$ cat config.mk
export PLATFORM = sky130hd
export DESIGN_NAME = setpoint_ramp_with_settle_detect_top
export DESIGN_NICKNAME = d
export VERILOG_FILES = /design/src/rtl/srsd_pkg.sv /design/src/rtl/srsd_ramp.sv /design/src/rtl/srsd_settle.sv /design/src/rtl/setpoint_ramp_with_settle_detect_top.sv
export SDC_FILE = /design/constraint.sdc
export NUM_CORES = 2
export LEC_CHECK = 0
export ABC_AREA = 1
export BUFFER_PORTS_ARGS = -buffer_cell sky130_fd_sc_hd__buf_2
export CAP_MARGIN = 15
export CORE_ASPECT_RATIO = 1.4
export CORE_UTILIZATION = 43
export CTS_BUF_LIST = sky130_fd_sc_hd__clkbuf_2
export CTS_CLUSTER_DIAMETER = 60
export DETAILED_ROUTE_END_ITERATION = 10
export PLACE_DENSITY = 0.56
export SETUP_SLACK_MARGIN = 0.5
export SLEW_MARGIN = 20
export SYNTH_ARGS = -nofsm -noshare
export SYNTH_HDL_FRONTEND = slang
export SYNTH_SLANG_ARGS = --single-unit
$ cat constraint.sdc
create_clock -name aclk -period 12.84 [get_ports aclk]
set_input_delay 0.642 -clock aclk [delete_from_list [all_inputs] [get_ports aclk]]
set_output_delay 0.642 -clock aclk [all_outputs]
set_load 0.02 [all_outputs]
$ cat src/rtl/srsd_pkg.sv
`default_nettype none

package srsd_pkg;

    // fixed-point scale: fine units per hundredth of a degree
    localparam int FinePerUnit = 1000;

    // bias that lifts the most negative setpoint to zero before the divide
    localparam int SetpointBias = 16384;
    localparam int FineBias     = SetpointBias * FinePerUnit;

    // floor(u / 1000) as (u * RecipMul) >> RecipShift, exact for u < 2^25
    localparam int RecipShift = 35;
    localparam longint RecipMul = ((64'd1 << RecipShift) + FinePerUnit - 1) / FinePerUnit;

    // widths
    localparam int TempW  = 15;
    localparam int RateW  = 12;
    localparam int SpeedW = 11;
    localparam int MsW    = 16;
    localparam int FineW  = 26;
    localparam int IncW   = SpeedW + MsW;
    localparam int StepW  = IncW + 2;

    // register reset values
    localparam logic signed [TempW-1:0] MinTargetReset      = 15'sd0;
    localparam logic signed [TempW-1:0] MaxTargetReset      = 15'sd10500;
    localparam logic [SpeedW-1:0]       MaxRampRateReset    = 11'd500;
    localparam logic [SpeedW-1:0]       SettleThresholdReset = 11'd50;

    typedef enum logic [1:0] {
        FUNC_TICK       = 2'd0,
        FUNC_SET_TARGET = 2'd1,
        FUNC_SET_ENABLE = 2'd2,
        FUNC_ARM_STEP   = 2'd3
    } func_t;

    typedef enum logic [1:0] {
        STATUS_OK    = 2'd0,
        STATUS_LIMIT = 2'd1,
        STATUS_RATE  = 2'd2
    } status_t;

    typedef enum logic [1:0] {
        REG_MIN_TARGET       = 2'd0,
        REG_MAX_TARGET       = 2'd1,
        REG_MAX_RAMP_RATE    = 2'd2,
        REG_SETTLE_THRESHOLD = 2'd3
    } reg_idx_t;

    // one input item after unpacking
    typedef struct packed {
        func_t                    func;
        logic signed [TempW-1:0]  target_temp;
        logic signed [RateW-1:0]  ramp_rate;
        logic                     enable_flag;
        logic [MsW-1:0]           elapsed_ms;
        logic signed [TempW-1:0]  zone1_temp;
        logic signed [TempW-1:0]  zone2_temp;
    } item_t;

    // hand-over from the ramp stage to the settle stage
    typedef struct packed {
        logic signed [FineW-1:0]  fine;
        status_t                  status;
        logic                     finished;
        logic                     busy;
        func_t                    func;
        logic                     enable_flag;
        logic signed [TempW-1:0]  zone1_temp;
        logic signed [TempW-1:0]  zone2_temp;
    } ramp_out_t;

    // one result item
    typedef struct packed {
        logic signed [TempW-1:0]  setpoint;
        status_t                  status;
        logic                     ramp_finished;
        logic                     step_begun;
        logic                     ramp_busy;
    } result_t;

    // temperature in hundredths to fine units
    function automatic logic signed [FineW-1:0] fine_of(input logic signed [TempW-1:0] v);
        return FineW'(v) * FineW'(FinePerUnit);
    endfunction

endpackage

`default_nettype wire

$ cat src/rtl/srsd_ramp.sv
`default_nettype none

module srsd_ramp (
    input  wire logic                                    aclk,
    input  wire logic                                    aresetn,
    input  wire logic                                    advance,
    input  wire logic                                    in_valid,
    input  wire srsd_pkg::item_t                         item,
    input  wire logic signed [srsd_pkg::TempW-1:0]       min_target,
    input  wire logic signed [srsd_pkg::TempW-1:0]       max_target,
    input  wire logic [srsd_pkg::SpeedW-1:0]             max_ramp_rate,
    output srsd_pkg::ramp_out_t                          stage_reg
);

    logic signed [srsd_pkg::FineW-1:0] fine_reg, fine_next;
    logic signed [srsd_pkg::TempW-1:0] goal_reg, goal_next;
    logic [srsd_pkg::SpeedW-1:0]       speed_reg, speed_next;
    logic                              active_reg, active_next;
    logic                              measured_reg, measured_next;

    logic signed [srsd_pkg::FineW-1:0] cur;
    logic signed [srsd_pkg::FineW-1:0] goal_fine;
    logic [srsd_pkg::IncW-1:0]         inc;
    logic signed [srsd_pkg::StepW-1:0] step_up;
    logic signed [srsd_pkg::StepW-1:0] step_dn;
    logic signed [srsd_pkg::StepW-1:0] goal_wide;
    srsd_pkg::status_t                 status;
    logic                              finished;
    srsd_pkg::ramp_out_t               stage_next;

    // ramp arithmetic
    always_comb begin
        goal_fine = srsd_pkg::fine_of(goal_reg);
        inc       = srsd_pkg::IncW'(speed_reg) * srsd_pkg::IncW'(item.elapsed_ms);
        cur       = measured_reg ? srsd_pkg::fine_of(item.zone1_temp) : fine_reg;
        goal_wide = srsd_pkg::StepW'(goal_fine);
        step_up   = srsd_pkg::StepW'(cur) + $signed({2'b00, inc});
        step_dn   = srsd_pkg::StepW'(cur) - $signed({2'b00, inc});
    end

    // command decode and state update
    always_comb begin
        fine_next     = fine_reg;
        goal_next     = goal_reg;
        speed_next    = speed_reg;
        active_next   = active_reg;
        measured_next = measured_reg;
        status        = srsd_pkg::STATUS_OK;
        finished      = 1'b0;
        unique case (item.func)
            srsd_pkg::FUNC_SET_TARGET: begin
                if ($signed(item.target_temp) < $signed(min_target) ||
                    $signed(item.target_temp) > $signed(max_target)) begin
                    status = srsd_pkg::STATUS_LIMIT;
                end else if ($signed(item.ramp_rate) <= $signed(12'sd0)) begin
                    status = srsd_pkg::STATUS_RATE;
                end else begin
                    goal_next   = item.target_temp;
                    // rate is positive here, so its low bits hold it
                    speed_next  = (item.ramp_rate[srsd_pkg::SpeedW-1:0] > max_ramp_rate)
                                  ? max_ramp_rate : item.ramp_rate[srsd_pkg::SpeedW-1:0];
                    active_next = 1'b1;
                end
            end
            srsd_pkg::FUNC_SET_ENABLE: begin
                if (item.enable_flag) begin
                    measured_next = 1'b1;
                end else begin
                    measured_next = 1'b0;
                    active_next   = 1'b0;
                end
            end
            srsd_pkg::FUNC_ARM_STEP: begin
            end
            srsd_pkg::FUNC_TICK: begin
                if (active_reg) begin
                    measured_next = 1'b0;
                    fine_next     = cur;
                    if (item.elapsed_ms != '0) begin
                        if (cur > goal_fine) begin
                            if (step_dn <= goal_wide) begin
                                fine_next = goal_fine;
                                finished  = 1'b1;
                            end else begin
                                fine_next = step_dn[srsd_pkg::FineW-1:0];
                            end
                        end else begin
                            if (step_up >= goal_wide) begin
                                fine_next = goal_fine;
                                finished  = 1'b1;
                            end else begin
                                fine_next = step_up[srsd_pkg::FineW-1:0];
                            end
                        end
                    end
                    if (finished) begin
                        active_next = 1'b0;
                    end
                end
            end
        endcase
    end

    // hand-over to the settle stage
    always_comb begin
        stage_next.fine        = fine_next;
        stage_next.status      = status;
        stage_next.finished    = finished;
        stage_next.busy        = active_next;
        stage_next.func        = item.func;
        stage_next.enable_flag = item.enable_flag;
        stage_next.zone1_temp  = item.zone1_temp;
        stage_next.zone2_temp  = item.zone2_temp;
    end

    // ramp state
    always_ff @(posedge aclk) begin
        if (!aresetn) begin
            fine_reg     <= '0;
            goal_reg     <= '0;
            speed_reg    <= '0;
            active_reg   <= 1'b0;
            measured_reg <= 1'b0;
        end else if (advance && in_valid) begin
            fine_reg     <= fine_next;
            goal_reg     <= goal_next;
            speed_reg    <= speed_next;
            active_reg   <= active_next;
            measured_reg <= measured_next;
        end
    end

    // stage payload
    always_ff @(posedge aclk) begin
        if (advance) begin
            stage_reg <= stage_next;
        end
    end

endmodule

`default_nettype wire

$ cat src/rtl/srsd_settle.sv
`default_nettype none

module srsd_settle (
    input  wire logic                          aclk,
    input  wire logic                          aresetn,
    input  wire logic                          advance,
    input  wire logic                          mid_valid,
    input  wire srsd_pkg::ramp_out_t           stage,
    input  wire logic [srsd_pkg::SpeedW-1:0]   settle_threshold,
    output srsd_pkg::result_t                  res_reg
);

    localparam int ErrW = srsd_pkg::FineW + 1;
    localparam int ThrW = 21;
    localparam int BiasW = srsd_pkg::FineW - 1;
    localparam int ProdW = BiasW + srsd_pkg::FineW;

    logic                          armed_reg, armed_next;
    logic signed [ErrW-1:0]        d1, d2;
    logic [ErrW-1:0]               e1, e2;
    logic [ThrW-1:0]               thr_fine;
    logic                          settled;
    logic                          begun;
    logic [srsd_pkg::FineW-1:0]    biased;
    logic [ProdW-1:0]              prod;
    srsd_pkg::result_t             res_next;

    // zone errors against the threshold
    always_comb begin
        d1       = ErrW'(stage.fine) - ErrW'(srsd_pkg::fine_of(stage.zone1_temp));
        d2       = ErrW'(stage.fine) - ErrW'(srsd_pkg::fine_of(stage.zone2_temp));
        e1       = d1[ErrW-1] ? ErrW'(-d1) : ErrW'(d1);
        e2       = d2[ErrW-1] ? ErrW'(-d2) : ErrW'(d2);
        thr_fine = ThrW'(settle_threshold) * ThrW'(srsd_pkg::FinePerUnit);
        settled  = (e1 < ErrW'(thr_fine)) && (e2 < ErrW'(thr_fine));
    end

    // step arm
    always_comb begin
        armed_next = armed_reg;
        begun      = 1'b0;
        unique case (stage.func)
            srsd_pkg::FUNC_ARM_STEP: begin
                armed_next = 1'b1;
            end
            srsd_pkg::FUNC_SET_ENABLE: begin
                if (!stage.enable_flag) begin
                    armed_next = 1'b0;
                end
            end
            srsd_pkg::FUNC_TICK: begin
                if (armed_reg && !stage.busy && settled) begin
                    armed_next = 1'b0;
                    begun      = 1'b1;
                end
            end
            srsd_pkg::FUNC_SET_TARGET: begin
            end
        endcase
    end

    // floor divide by 1000 via biased reciprocal multiply
    always_comb begin
        biased = stage.fine + srsd_pkg::FineW'(srsd_pkg::FineBias);
        prod   = ProdW'(biased[BiasW-1:0]) * ProdW'(srsd_pkg::RecipMul);
    end

    always_comb begin
        res_next.setpoint      = prod[srsd_pkg::RecipShift +: srsd_pkg::TempW]
                                 - srsd_pkg::TempW'(srsd_pkg::SetpointBias);
        res_next.status        = stage.status;
        res_next.ramp_finished = stage.finished;
        res_next.step_begun    = begun;
        res_next.ramp_busy     = stage.busy;
    end

    always_ff @(posedge aclk) begin
        if (!aresetn) begin
            armed_reg <= 1'b0;
        end else if (advance && mid_valid) begin
            armed_reg <= armed_next;
        end
    end

    // result payload
    always_ff @(posedge aclk) begin
        if (advance) begin
            res_reg <= res_next;
        end
    end

endmodule

`default_nettype wire

$ cat src/rtl/setpoint_ramp_with_settle_detect_top.sv
// setpoint ramp generator with settle detection
//
// input items arrive on the s_ stream channel: s_tuser carries the command
// (tick, set target, set enable, arm step) and s_tdata its operands. every
// item produces exactly one result item on the m_ channel, in order.
// limits, rate ceiling and settle threshold sit in four APB registers at
// byte addresses 0, 4, 8 and 12; write them only while no item is in flight.
//
// an item passes from acceptance to m_tvalid through three registers:
// an input register, the ramp stage (one 11x16 multiply, add and goal compare,
// with the ramp state written back) and the settle stage (zone error compare
// and the divide by 1000 done as a reciprocal multiply) into the output register.
// one item per cycle unless the output stalls; the ramp state feeds the next item.
// reset clears the ramp, the step arm, the setpoint and all valid flags and
// loads the register defaults. when m_tready is low with a result waiting, the
// whole pipe holds and s_tready drops until that result is taken.
`default_nettype none

module setpoint_ramp_with_settle_detect_top (
    input  wire logic        aclk,
    input  wire logic        aresetn,
    // configuration
    input  wire logic        psel,
    input  wire logic        penable,
    input  wire logic        pwrite,
    input  wire logic [3:0]  paddr,
    input  wire logic [31:0] pwdata,
    output logic [31:0]      prdata,
    output logic             pready,
    // input items
    input  wire logic        s_tvalid,
    output logic             s_tready,
    // target_temp[14:0], ramp_rate[26:15], enable_flag[27], elapsed_ms[43:28],
    // zone1_temp[58:44], zone2_temp[73:59], zero[79:74]
    input  wire logic [79:0] s_tdata,
    // func[1:0]
    input  wire logic [1:0]  s_tuser,
    // result items
    output logic             m_tvalid,
    input  wire logic        m_tready,
    // setpoint[14:0], status[16:15], ramp_finished[17], step_begun[18],
    // ramp_busy[19], zero[23:20]
    output logic [23:0]      m_tdata
);

    logic                                   cfg_wr;
    logic signed [srsd_pkg::TempW-1:0]      min_target_reg;
    logic signed [srsd_pkg::TempW-1:0]      max_target_reg;
    logic [srsd_pkg::SpeedW-1:0]            max_ramp_rate_reg;
    logic [srsd_pkg::SpeedW-1:0]            settle_threshold_reg;

    logic                                   advance;
    logic                                   in_valid_reg;
    logic                                   mid_valid_reg;
    logic                                   out_valid_reg;
    srsd_pkg::item_t                        item_reg;
    srsd_pkg::item_t                        item_next;
    srsd_pkg::ramp_out_t                    stage;
    srsd_pkg::result_t                      res;

    // configuration registers
    assign pready = 1'b1;
    assign cfg_wr = psel && penable && pwrite && pready;

    always_ff @(posedge aclk) begin
        if (!aresetn) begin
            min_target_reg       <= srsd_pkg::MinTargetReset;
            max_target_reg       <= srsd_pkg::MaxTargetReset;
            max_ramp_rate_reg    <= srsd_pkg::MaxRampRateReset;
            settle_threshold_reg <= srsd_pkg::SettleThresholdReset;
        end else if (cfg_wr) begin
            unique case (srsd_pkg::reg_idx_t'(paddr[3:2]))
                srsd_pkg::REG_MIN_TARGET:       min_target_reg       <= pwdata[14:0];
                srsd_pkg::REG_MAX_TARGET:       max_target_reg       <= pwdata[14:0];
                srsd_pkg::REG_MAX_RAMP_RATE:    max_ramp_rate_reg    <= pwdata[10:0];
                srsd_pkg::REG_SETTLE_THRESHOLD: settle_threshold_reg <= pwdata[10:0];
            endcase
        end
    end

    // register read back
    always_comb begin
        prdata = '0;
        unique case (srsd_pkg::reg_idx_t'(paddr[3:2]))
            srsd_pkg::REG_MIN_TARGET:       prdata = {17'd0, min_target_reg};
            srsd_pkg::REG_MAX_TARGET:       prdata = {17'd0, max_target_reg};
            srsd_pkg::REG_MAX_RAMP_RATE:    prdata = {21'd0, max_ramp_rate_reg};
            srsd_pkg::REG_SETTLE_THRESHOLD: prdata = {21'd0, settle_threshold_reg};
        endcase
    end

    // pipe advances whenever the output register is free or being taken
    assign advance  = !out_valid_reg || m_tready;
    assign s_tready = advance;

    always_ff @(posedge aclk) begin
        if (!aresetn) begin
            in_valid_reg  <= 1'b0;
            mid_valid_reg <= 1'b0;
            out_valid_reg <= 1'b0;
        end else if (advance) begin
            in_valid_reg  <= s_tvalid;
            mid_valid_reg <= in_valid_reg;
            out_valid_reg <= mid_valid_reg;
        end
    end

    // unpack the input item
    always_comb begin
        item_next.func        = srsd_pkg::func_t'(s_tuser);
        item_next.target_temp = s_tdata[14:0];
        item_next.ramp_rate   = s_tdata[26:15];
        item_next.enable_flag = s_tdata[27];
        item_next.elapsed_ms  = s_tdata[43:28];
        item_next.zone1_temp  = s_tdata[58:44];
        item_next.zone2_temp  = s_tdata[73:59];
    end

    always_ff @(posedge aclk) begin
        if (advance) begin
            item_reg <= item_next;
        end
    end

    srsd_ramp u_ramp (
        .aclk          (aclk),
        .aresetn       (aresetn),
        .advance       (advance),
        .in_valid      (in_valid_reg),
        .item          (item_reg),
        .min_target    (min_target_reg),
        .max_target    (max_target_reg),
        .max_ramp_rate (max_ramp_rate_reg),
        .stage_reg     (stage)
    );

    srsd_settle u_settle (
        .aclk             (aclk),
        .aresetn          (aresetn),
        .advance          (advance),
        .mid_valid        (mid_valid_reg),
        .stage            (stage),
        .settle_threshold (settle_threshold_reg),
        .res_reg          (res)
    );

    // pack the result item
    assign m_tvalid = out_valid_reg;
    assign m_tdata  = {4'd0, res.ramp_busy, res.step_begun, res.ramp_finished,
                       res.status, res.setpoint};

`ifndef SYNTHESIS
    // an item leaving the input register lands in the ramp stage
    assert property (@(posedge aclk) disable iff (!aresetn)
        in_valid_reg && advance |=> mid_valid_reg)
        else $error("item lost between input register and ramp stage");

    // a stalled pipe keeps its occupancy
    assert property (@(posedge aclk) disable iff (!aresetn)
        !advance |=> $stable(in_valid_reg) && $stable(mid_valid_reg))
        else $error("pipe moved while stalled");

    // a finished ramp is no longer busy and carries ok status
    assert property (@(posedge aclk) disable iff (!aresetn)
        out_valid_reg && res.ramp_finished |->
            !res.ramp_busy && res.status == srsd_pkg::STATUS_OK)
        else $error("ramp finished while still busy");
`endif

endmodule

`default_nettype wire

==> impl_metrics.toml <==
[cells_and_area]
layout-drive-gt1-share_pct = 5.78
largest_reg_flops = 76
final_cell_mix = "inv_1, nand2_1, ha_1, fa_1, a21oi_1"
fin_util_pct = 47.9
fillCellCount = 11200
area_growth_pct = 10.3
final_net_count = 7933
final_common_cell = "inv_1"

[die]
die_area_um2 = 116000
core_um2 = 113000
die_x_um = 288
io-pin-count = 184
fp-row-count = 146
initial_core_util_pct = 43.5
die_y_um = 402

[timing]
setup_viol = 0
worst_slew_pin_slew_ns = 1.09
clock.fmax_mhz = 90.7
slew_violations = 0
slew_headroom_pct = 26.8
tns_ns = 0
final-hold-violation-count = 0
rsz0062_at_grt = "no"
period_needed_ns = 11.02
period_share_pct = 85.8
fin_worst_skew_ns = 0.183

[cts]
cts_setup_buffers = 0
cts_made_buffers = 77
h-tree-depth = 3
clkTransAtPathRegs_ns = 0.11
cts_buffer_depth = 3
clkLatencyLatePin_ns = 1.40
cts_tree = "done"
root_buffer = "clkbuf_2"
cts.sink_count = 269

[yosys]
yosys_warnings = 0
yosysTopAreaCellShare_pct = 24.0
ys_ff_latch = 269
synth_seq_area_share_pct = 14.2
synth.cell_area_um2 = 49200
ys.flop_type = "edfxtp_1"
async_reset_ff_share_pct = 0
yosysUniqueCellTypes = 63
avgSynthCellArea_um2 = 8.15
synth_top_area_cell = "fa_1"
syn_inst = 6043
synthTopCellsByArea = "fa_1, ha_1, edfxtp_1, inv_1, nand2_1"
synth_edf_count = 159

[min_path]
holdPathStages = 4
hold_path_class = "input port to flop"

[status]
violations = "design-rule violations"
status = "complete, but fails checks"

[drt]
drc = 4
wl_per_cell_um = 17.7
initialDrtViolationCount = 1851
via_count = 40600
drt-pass1-iter-count = 11
routed_wl_mm = 140
antenna_left = 0
viasPerCell = 5.13

[placed_design]
port_buffers = 136
hpwl_mm = 117
gp_congestion = 0.929

[critical_path]
worstSetupPathType = "flop to flop"
cpMostUsedCell = "nand2_1"
critical_path.startpoint_type = "flop"
critPathRequiredTime_ns = 13.81
slowest_delay_ns = 0.90
slowest_stage = "dfxtp_1"
r2r_cells = 37
worstPathMaxFanout = 25
arrival_ns = 12.00
cp-end-kind = "flop"

[grt]
antenna_found_initial = 3
grt_start_max_net_pins = 116
grt_pass1_vias = 42200
overflow = 0
grt_pass1_wl_mm = 223
grt_use_total_pct = 24.8

[job]
cap_violations = 0
==> metal layers <==
metal / vias to the layer above / share of wire (%) / track usage, %
met5: - / 0.0071 / 0
met3: 280 / 3.2 / 2.69
li1: 20100 / - / -
met1: 19500 / 38 / 27.1
met4: 2 / 4.6 / 10.9
met2: 795 / 54 / 47.2
==> kinds of logic after synthesis <==
kind of cell	share of synthesized area (%)
flip-flops	14.2
XOR/XNOR	3.90
adder cells (fa/ha/maj)	45.4
AO/OA/AOI/OAI	10.0
other	0.0153
AND/OR/NAND/NOR	15.6
buffers and inverters	10.8
multiplexers	0.0203
==> timing repair <==
| item | in CTS | in global routing |
|---|---|---|
| hold buffers | 194 | 0 |
| hold endpoints to repair | 156 | 0 |
| gates resized for setup | 0 | 0 |
==> synthesized netlist by cell type, drive strengths merged (2+ instances only) <==
cell and count:
nand3 216, nor4 27, a2111oi 3, a21oi 421, o22ai 5, o211ai 56
o31ai 11, or2 18, and3 2, clkbuf 106, nand2 1119, a31o 5
nor3 48, a21o 9, and2 6, a21boi 7, edfxtp 159, inv 1248
xnor2 53, nand4 63, nor2 321, o21ai 288, a31oi 24, o21a 9
xor2 166, o21bai 21, clkinv 4, a221oi 2, a211oi 9, a311oi 2
conb 2, o221ai 6, o2111ai 6, fa 590, dfxtp 110, nand3b 16
buf 34, ha 843
==> area by class of cell <==
type	instances	area (µm²)	share of cell area, %
Multi-Input combinational cell	4402	37000	68.2
Sequential cell	269	6980	12.9
Inverter	1252	4710	8.67
Timing Repair Buffer	373	2950	5.43
Tap cell	1480	1850	3.41
Clock buffer	105	526	0.968
Clock inverter	35	254	0.468
Antenna cell	8	20.0	0.0369
==> path summary, 6_finish.rpt <==
check,startpoint,endpoint,slack (ns)
setup / recovery,u_ramp.speed_reg[2],u_ramp.stage_reg[40],1.82
setup reg to reg,u_ramp.speed_reg[2],u_ramp.stage_reg[40],1.82
hold reg to reg,item_reg[12],u_ramp.stage_reg[12],0.35
hold / removal,pwdata[5],max_target_reg[5],0.19
==> through the flow <==
stage	instance area (µm²)	cells	hold slack, ns	setup WS (ns)
2_1_floorplan	49300	6063	0.400	4.16
3_3_place_gp	51500	7582	0.401	2.08
3_5_place_dp	51500	7582	0.405	2.03
4_1_cts	54300	7916	0.0208	1.85
5_1_grt	54300	7923	0.113	1.15
6_report	54300	7924	0.194	1.82
==> worst max-delay path, delay by kind of cell (launching register included) <==
family	cells	cell delay, ns
XOR/XNOR	1	0.24
AND/OR/NAND/NOR	20	4.33
adder cells (fa/ha/maj)	8	3.75
buffers and inverters	3	0.14
flip-flops	1	0.90
AO/OA/AOI/OAI	5	1.19
Power is left out: the tool's default activity adds up to more than one toggle a clock period on the data nets, which glitch-free logic cannot reach.
